$ cat src/hw/rtl/lcd_seq_pkg.sv
// ----------------------------------------------------------------------------
// lcd_seq_pkg
// shared types, constants and tables for the character lcd nibble sequencer
// ----------------------------------------------------------------------------
`default_nettype none

package lcd_seq_pkg;

  // most decimal digits printed for a number word
  localparam int MAX_DIGITS = 5;

  localparam int INIT_BYTES_N = 9;
  localparam int MAX_BYTES    = (MAX_DIGITS + 1 > INIT_BYTES_N) ? MAX_DIGITS + 1 : INIT_BYTES_N;
  localparam int BYTE_W       = $clog2(MAX_BYTES);
  localparam int CNT_W        = $clog2(MAX_DIGITS + 1);
  localparam int DIG_IDX_W    = (MAX_DIGITS > 1) ? $clog2(MAX_DIGITS) : 1;

  localparam logic [7:0] CH_ZERO = 8'h30;

  // reciprocal of ten, exact for 16-bit operands after a shift of 19
  localparam logic [15:0] RECIP_TEN = 16'hCCCD;
  localparam int          RECIP_SH  = 19;

  typedef enum logic [1:0] {
    OP_INIT = 2'd0,
    OP_CMD  = 2'd1,
    OP_DATA = 2'd2,
    OP_NUM  = 2'd3
  } op_t;

  typedef enum logic [1:0] {
    ST_IDLE,
    ST_CONV,
    ST_EMIT
  } state_t;

  typedef struct packed {
    logic load;
    logic conv;
    logic advance;
  } dp_cmd_t;

  typedef struct packed {
    logic conv_done;
    logic last_step;
  } dp_status_t;

  localparam logic [7:0] INIT_BYTES [INIT_BYTES_N] = '{
    8'h03, 8'h03, 8'h03, 8'h02, 8'h28, 8'h08, 8'h01, 8'h06, 8'h0C
  };

  // extra hold on the final enable-low step of each init byte
  localparam logic [4:0] INIT_EXTRA [INIT_BYTES_N] = '{
    5'd4, 5'd4, 5'd4, 5'd0, 5'd0, 5'd0, 5'd0, 5'd0, 5'd20
  };

endpackage

`default_nettype wire

$ cat src/hw/rtl/lcd_seq_if.sv
// ----------------------------------------------------------------------------
// lcd_seq_if
// valid/ready channels for command words in and pin-step words out
// ----------------------------------------------------------------------------
`default_nettype none

interface lcd_seq_in_if;
  logic        valid;
  logic        ready;
  logic [1:0]  opcode;
  logic [15:0] value;

  modport source (output valid, output opcode, output value, input ready);
  modport sink   (input valid, input opcode, input value, output ready);
endinterface

interface lcd_seq_out_if;
  logic       valid;
  logic       ready;
  logic       reg_select;
  logic [3:0] data_nibble;
  logic       enable_level;
  logic [4:0] hold_ms;
  logic       last;

  modport source (output valid, output reg_select, output data_nibble,
                  output enable_level, output hold_ms, output last, input ready);
  modport sink   (input valid, input reg_select, input data_nibble,
                  input enable_level, input hold_ms, input last, output ready);
endinterface

`default_nettype wire

$ cat src/hw/rtl/char_lcd_nibble_sequencer.sv
// ----------------------------------------------------------------------------
// char_lcd_nibble_sequencer
// 4-bit character lcd driver: turns command words into timed pin-step words
// ----------------------------------------------------------------------------
// timing: init/command/data words give the first pin step in the cycle after
//   accept; a number first divides by ten, one digit (1..MAX_DIGITS) per cycle
// throughput: one pin step per cycle while the sink is ready; init gives 36
//   steps, command/data 4, number 4 per digit; a new word is taken only
//   after the last step of the previous one is delivered
// reset: rst (sync, active high) returns the controller to idle; datapath
//   registers are loaded on accept and need no reset
`default_nettype none

module char_lcd_nibble_sequencer (
  input wire logic     clk,
  input wire logic     rst,
  lcd_seq_in_if.sink   cmd_in,
  lcd_seq_out_if.source pin_out
);
  import lcd_seq_pkg::*;

  // command and status between controller and datapath
  dp_cmd_t    cmd;
  dp_status_t status;

  // controller: idle / digit conversion / step emission
  lcd_seq_ctrl u_ctrl (
    .clk       (clk),
    .rst       (rst),
    .in_valid  (cmd_in.valid),
    .in_is_num (cmd_in.opcode == OP_NUM),
    .in_ready  (cmd_in.ready),
    .out_valid (pin_out.valid),
    .out_ready (pin_out.ready),
    .cmd       (cmd),
    .status    (status)
  );

  // datapath: holds the word, digits and step counters; drives the pin word
  lcd_seq_dp u_dp (
    .clk          (clk),
    .in_opcode    (cmd_in.opcode),
    .in_value     (cmd_in.value),
    .cmd          (cmd),
    .status       (status),
    .reg_select   (pin_out.reg_select),
    .data_nibble  (pin_out.data_nibble),
    .enable_level (pin_out.enable_level),
    .hold_ms      (pin_out.hold_ms),
    .last         (pin_out.last)
  );

endmodule

`default_nettype wire

$ cat src/hw/rtl/lcd_seq_ctrl.sv
// ----------------------------------------------------------------------------
// lcd_seq_ctrl
// controller: accepts a word, runs digit conversion, then walks the pin steps
// ----------------------------------------------------------------------------
`default_nettype none

module lcd_seq_ctrl (
  input  wire logic                    clk,
  input  wire logic                    rst,
  input  wire logic                    in_valid,
  input  wire logic                    in_is_num,
  output logic                         in_ready,
  output logic                         out_valid,
  input  wire logic                    out_ready,
  output lcd_seq_pkg::dp_cmd_t         cmd,
  input  wire lcd_seq_pkg::dp_status_t status
);
  import lcd_seq_pkg::*;

  state_t state;
  state_t state_next;

  always_ff @(posedge clk) begin
    if (rst) begin
      state <= ST_IDLE;
    end else begin
      state <= state_next;
    end
  end

  always_comb begin
    state_next = state;
    case (state)
      ST_IDLE: begin
        if (in_valid) begin
          state_next = in_is_num ? ST_CONV : ST_EMIT;
        end
      end
      ST_CONV: begin
        if (status.conv_done) begin
          state_next = ST_EMIT;
        end
      end
      ST_EMIT: begin
        if (out_ready && status.last_step) begin
          state_next = ST_IDLE;
        end
      end
      default: state_next = ST_IDLE;
    endcase
  end

  always_comb begin
    in_ready    = 1'b0;
    out_valid   = 1'b0;
    cmd         = '0;
    case (state)
      ST_IDLE: begin
        in_ready = 1'b1;
        cmd.load = in_valid;
      end
      ST_CONV: begin
        cmd.conv = 1'b1;
      end
      ST_EMIT: begin
        out_valid   = 1'b1;
        cmd.advance = out_ready;
      end
      default: ;
    endcase
  end

endmodule

`default_nettype wire

$ cat src/hw/rtl/lcd_seq_dp.sv
// ----------------------------------------------------------------------------
// lcd_seq_dp
// datapath: word registers, decimal digit extraction and pin-step generation
// ----------------------------------------------------------------------------
`default_nettype none

module lcd_seq_dp (
  input  wire logic             clk,
  input  wire logic [1:0]       in_opcode,
  input  wire logic [15:0]      in_value,
  input  wire lcd_seq_pkg::dp_cmd_t cmd,
  output lcd_seq_pkg::dp_status_t   status,
  output logic                  reg_select,
  output logic [3:0]            data_nibble,
  output logic                  enable_level,
  output logic [4:0]            hold_ms,
  output logic                  last
);
  import lcd_seq_pkg::*;

  op_t               op;
  logic [15:0]       val;
  logic [CNT_W-1:0]  cnt;
  logic [BYTE_W-1:0] byte_idx;
  logic [1:0]        step;
  logic [3:0]        dig [MAX_DIGITS];

  // divide by ten through the reciprocal
  logic [31:0]       prod;
  logic [15:0]       quot;
  logic [15:0]       quot_x10;
  logic [3:0]        rem;
  logic [CNT_W-1:0]  cnt_inc;

  assign prod     = 32'(val) * 32'(RECIP_TEN);
  assign quot     = 16'(prod >> RECIP_SH);
  assign quot_x10 = 16'((quot << 3) + (quot << 1));
  assign rem      = 4'(val - quot_x10);
  assign cnt_inc  = CNT_W'(cnt + CNT_W'(1));

  assign status.conv_done = (quot == 16'd0) || (cnt_inc == CNT_W'(MAX_DIGITS));

  always_ff @(posedge clk) begin
    if (cmd.load) begin
      op       <= op_t'(in_opcode);
      val      <= in_value;
      cnt      <= '0;
      byte_idx <= '0;
      step     <= 2'd0;
    end else if (cmd.conv) begin
      dig[cnt[DIG_IDX_W-1:0]] <= rem;
      cnt <= cnt_inc;
      val <= quot;
    end else if (cmd.advance) begin
      step <= step + 2'd1;
      if (step == 2'd3) begin
        byte_idx <= BYTE_W'(byte_idx + BYTE_W'(1));
      end
    end
  end

  // digits print most significant first
  logic [CNT_W-1:0] dig_sel;
  logic [7:0]       cur_byte;
  logic             last_byte;

  assign dig_sel = CNT_W'(cnt - CNT_W'(1) - CNT_W'(byte_idx));

  always_comb begin
    cur_byte  = 8'h00;
    last_byte = 1'b1;
    case (op)
      OP_INIT: begin
        cur_byte  = INIT_BYTES[byte_idx];
        last_byte = (byte_idx == BYTE_W'(INIT_BYTES_N - 1));
      end
      OP_CMD, OP_DATA: begin
        cur_byte  = val[7:0];
        last_byte = 1'b1;
      end
      OP_NUM: begin
        cur_byte  = CH_ZERO + {4'h0, dig[dig_sel[DIG_IDX_W-1:0]]};
        last_byte = (BYTE_W'(byte_idx + BYTE_W'(1)) == BYTE_W'(cnt));
      end
      default: ;
    endcase
  end

  assign status.last_step = (step == 2'd3) && last_byte;

  assign reg_select   = (op == OP_DATA) || (op == OP_NUM);
  assign data_nibble  = step[1] ? cur_byte[3:0] : cur_byte[7:4];
  assign enable_level = ~step[0];
  assign hold_ms      = ((op == OP_INIT) && (step == 2'd3))
                        ? 5'(5'd1 + INIT_EXTRA[byte_idx]) : 5'd1;
  assign last         = status.last_step;

endmodule

`default_nettype wire

$ cat src/flat_wrapper.sv
// flat-port wrapper written by rule: the top's interface ports become plain ports
module char_lcd_nibble_sequencer_flat import lcd_seq_pkg::*;
  (clk, rst, cmd_in_valid, cmd_in_opcode, cmd_in_value, cmd_in_ready, pin_out_valid, pin_out_reg_select, pin_out_data_nibble, pin_out_enable_level, pin_out_hold_ms, pin_out_last, pin_out_ready);
  lcd_seq_in_if cmd_in_i ();
  lcd_seq_out_if pin_out_i ();
  input wire logic clk;
  input wire logic rst;
  input wire logic [$bits(cmd_in_i.valid)-1:0] cmd_in_valid;
  input wire logic [$bits(cmd_in_i.opcode)-1:0] cmd_in_opcode;
  input wire logic [$bits(cmd_in_i.value)-1:0] cmd_in_value;
  output wire logic [$bits(cmd_in_i.ready)-1:0] cmd_in_ready;
  output wire logic [$bits(pin_out_i.valid)-1:0] pin_out_valid;
  output wire logic [$bits(pin_out_i.reg_select)-1:0] pin_out_reg_select;
  output wire logic [$bits(pin_out_i.data_nibble)-1:0] pin_out_data_nibble;
  output wire logic [$bits(pin_out_i.enable_level)-1:0] pin_out_enable_level;
  output wire logic [$bits(pin_out_i.hold_ms)-1:0] pin_out_hold_ms;
  output wire logic [$bits(pin_out_i.last)-1:0] pin_out_last;
  input wire logic [$bits(pin_out_i.ready)-1:0] pin_out_ready;
  assign cmd_in_i.valid = cmd_in_valid;
  assign cmd_in_i.opcode = cmd_in_opcode;
  assign cmd_in_i.value = cmd_in_value;
  assign cmd_in_ready = cmd_in_i.ready;
  assign pin_out_valid = pin_out_i.valid;
  assign pin_out_reg_select = pin_out_i.reg_select;
  assign pin_out_data_nibble = pin_out_i.data_nibble;
  assign pin_out_enable_level = pin_out_i.enable_level;
  assign pin_out_hold_ms = pin_out_i.hold_ms;
  assign pin_out_last = pin_out_i.last;
  assign pin_out_i.ready = pin_out_ready;
  char_lcd_nibble_sequencer u_core (.clk(clk), .rst(rst), .cmd_in(cmd_in_i), .pin_out(pin_out_i));
endmodule
$ cat config.mk
export PLATFORM = sky130hd
export DESIGN_NAME = char_lcd_nibble_sequencer_flat
export DESIGN_NICKNAME = d
export VERILOG_FILES = /design/src/hw/rtl/lcd_seq_pkg.sv /design/src/hw/rtl/lcd_seq_if.sv /design/src/hw/rtl/char_lcd_nibble_sequencer.sv /design/src/hw/rtl/lcd_seq_ctrl.sv /design/src/hw/rtl/lcd_seq_dp.sv /design/src/flat_wrapper.sv
export SDC_FILE = /design/constraint.sdc
export NUM_CORES = 1
export LEC_CHECK = 0
export BUFFER_PORTS_ARGS = -buffer_cell sky130_fd_sc_hd__buf_2
export CAP_MARGIN = 10
export CORE_MARGIN = 2
export CORE_UTILIZATION = 40
export CTS_CLUSTER_SIZE = 25
export DETAILED_ROUTE_END_ITERATION = 16
export GPL_ROUTABILITY_DRIVEN = 1
export GPL_TIMING_DRIVEN = 0
export MAX_ROUTING_LAYER = met4
export PLACE_DENSITY = 0.57
export SYNTH_ARGS = -nofsm -noshare
export SYNTH_HDL_FRONTEND = slang
export SYNTH_HIERARCHICAL = 1
export SYNTH_SLANG_ARGS = --single-unit
export TNS_END_PERCENT = 10
$ cat constraint.sdc
create_clock -name clk -period 8.1 [get_ports clk]
set_clock_uncertainty 0.05 [all_clocks]
set_input_delay 0.81 -clock clk [delete_from_list [all_inputs] [get_ports clk]]
set_output_delay 0.81 -clock clk [all_outputs]
set_load 0.01 [all_outputs]
==> results by group <==
Timing
  – Final Max Slew Viols: 0
  – Final hold slack: ~460 ps
  – Slew headroom: 0.3863
  – Period minus WS final: between 7000 and 8000 ps
  – Fmax: between 100 and 150 MHz
  – Fin. Hold Viols: 0
  – Setup total negative slack: 0 ps
  – RSZ-0062 raised after global routing: false
  – # setup viols final: 0
  – Fin crit share: 0.8683
  – Worst-Margin Slew: a little over 900 ps

Critical path
  – Reg2Reg Depth: 19
  – Worst Path Required: slightly above 8000 ps
  – Critical path peak fanout: 7
  – Reg2reg setup slack: about 1100 ps
  – Startpoint types: register
  – FF-to-FF End: u_core/u_ctrl/state[0]
  – R2r startpoint: u_core/u_dp/val[3]
  – Worst Setup Path Type: reg -> reg
  – Crit path capture type: register
  – Critical Path AT: just over 7000 ps

Floorplanning
  – Die Width: approximately 140 um
  – Initial Utilization: 0.4114
  – Cell row count: between 40 and 50
  – Io pins: 36
  – Chip height: 137.8 um
  – Total die area: between 0.015 and 0.02 mm^2
  – Core area: ~0.017 mm^2

Routing
  – Drt drc: 0
  – Post-DR vias/cell: 5.024
  – DR vias: around 5000
  – 1st-iter DRT viols: ~230
  – Drt first pass iters: 4
  – Final WL: between 15000 and 20000 um
  – Routed Antenna Nets: 0
  – WL per Instance: 16.64 um

Global routing
  – First-pass GRT wire length: between 20000 and 30000 um
  – Initial antenna violation count: 0
  – Largest net degree at the start of global routing: 19
  – Grt ovf: 0
  – Via count of the first global-routing pass: 5163
  – Global Route Usage Sum: 0.1898

Clocking
  – CTS tree: done
  – Clock Latency Late Sink: roughly 290 ps
  – Htree depth: 2
  – Cts repair resizes: 0
  – CTS Hold Bufs: 0
  – Clock sink count: between 40 and 50
  – Clk buf depth: 2
  – Post-CTS Setup Inserts: 0
  – CTS clock-pin slew for the worst setup and hold paths: about 70 ps
  – Root buffer cell: clkbuf_16
  – TritonCTS buffer count: 5

Yosys
  – Area leader, netlist: ha_1
  – Yosys warning count: 6
  – Async SR Flop Fraction: 0
  – Top area cells in the synthesized netlist: ha_1, fa_1, edfxtp_1, inv_1, dfxtp_1
  – Flops & latches, synth: around 50
  – Sequential cell area fraction in the yosys report: 0.1900
  – Commonest cells in the netlist: inv_1, ha_1, fa_1, edfxtp_1, nand2_1
  – Post-synthesis cell count: between 700 and 800
  – Most frequent cell after synthesis: inv_1
  – Post-Synthesis Cell Area: ~0.007 mm^2
  – Number of flops mapped to enable cells by yosys: 38
  – Synth top area share: 0.2532
  – Yosys cell types: 60
  – Synth Area per Inst: roughly 10 um^2
  – Top_reg_cell synth: edfxtp_1

Layout
  – Synthesis-to-layout area growth: 8.365%
  – Final Util: 0.4458
  – Final Instance Area: 0.007764 mm^2
  – N_diodes: 0
  – Share of cells above drive strength 1: 0.08777
  – Final nets: about 1000

Min path
  – Hold Startpoint: u_core/u_ctrl/state[1]
  – WHS Path Cells: 1
  – Hold Path Class: reg -> reg
  – Worst hold endpoint: u_core/u_ctrl/state[0]

Placement
  – Post-DP Area: about 0.0076 mm^2
  – Dpl hpwl: between 10000 and 15000 um
  – RePlAce Congestion: 0.9312
  – Port buffer count: 32

Run status
  – Status: complete, no violations

Flow run
  – Max-cap violations: 0
-- kinds of logic after synthesis --
group                      after synthesis  share of synthesized area
adders and majority gates              226                     0.4796
buffers and inverters                  199                     0.1064
and+or+nand+nor                        106                    0.07667
AOI/OAI and AO/OA                       80                    0.07562
DFF                                     49                     0.1900
xor gates and xnor gates                35                    0.04279
muxes                                   14                    0.02794
other                                    2                   0.001048
-- per-stage QoR --
stage / setup slack [ps] / cells
2_1_floorplan: 2064 / 712
3_3_place_gp: 1017 / 969
3_5_place_dp: 1028 / 969
4_1_cts: 978.1 / 977
5_1_grt: 706.0 / 977
6_report: 1067 / 977
-- layout by cell type (no fill, tap or decap), drive strengths merged, types with 4 or more instances in the layout --
cell type and count:
inv 185, ha 145, fa 81, edfxtp 38, nand2 36, buf 36
a21oi 23, o21ai 20, xor2 18, xnor2 17, nor2 16, clkbuf 16
dfxtp 11, and2 10, nand3 10, mux2 8, a31oi 6, nand4 5
nor4 5, nor2b 4, nor3 4, a211oi 4, mux4 4
-- how the worst max path moves through the flow --
| stage | startpoint | end | slack, ps |
|---|---|---|---|
| 4_1_cts | u_core/u_dp/val[3] | u_core/u_ctrl/state[0] | 980 |
| 3_3_place_gp | u_core/u_dp/val[3] | u_core/u_ctrl/state[0] | 1020 |
| 5_1_grt | u_core/u_dp/val[3] | u_core/u_ctrl/state[1] | 710 |
| 3_5_place_dp | u_core/u_dp/val[3] | u_core/u_ctrl/state[0] | 1030 |
| 2_1_floorplan | u_core/u_dp/val[3] | u_core/u_ctrl/state[0] | 2060 |
| 6_report | u_core/u_dp/val[3] | u_core/u_ctrl/state[0] | 1070 |
-- sequential cells by signal, summed over array words and instances, names as in the netlist --
register	count
u_core/u_ctrl/state	2
u_core/u_dp/byte_idx	4
u_core/u_dp/cnt	3
u_core/u_dp/dig	20
u_core/u_dp/op	2
u_core/u_dp/step	2
u_core/u_dp/val	16
-- critical path, cell delays in order (launching register included) --
cell      delay (ps)
edfxtp_1         570
ha_1             450
inv_1             80
fa_1             540
inv_1             60
fa_1             520
fa_1             540
fa_1             550
inv_1             60
fa_1             530
inv_1             40
ha_1             320
and4_4           280
nand4_1          180
o311ai_0         660
xor2_1           270
or4b_1           580
o31ai_1          390
mux2_2           220
nor3_1            40
-- layout make-up --
type | count | area [um^2]
buffer | 15 | 71.32
clock buffer | 5 | 125.1
multi-input combinational | 464 | 5045
sequential | 49 | 1361
fill | 1681 | 9653
timing repair buffer | 32 | 160.2
inverter | 184 | 690.7
clock inverter | 3 | 28.78
tap | 225 | 281.5
-- layer usage --
layer | vias up | part of all wire | track usage
li1 | 2398 | - | -
met3 | 19 | 0.041 | 0.02355
met5 | - | 0 | -
met4 | 0 | 0.018 | 0.04535
met2 | 92 | 0.47 | 0.3065
met1 | 2399 | 0.47 | 0.2560
Power is not shown: default switching activity piles up to over one toggle a cycle in this logic, so the estimate is an artifact.
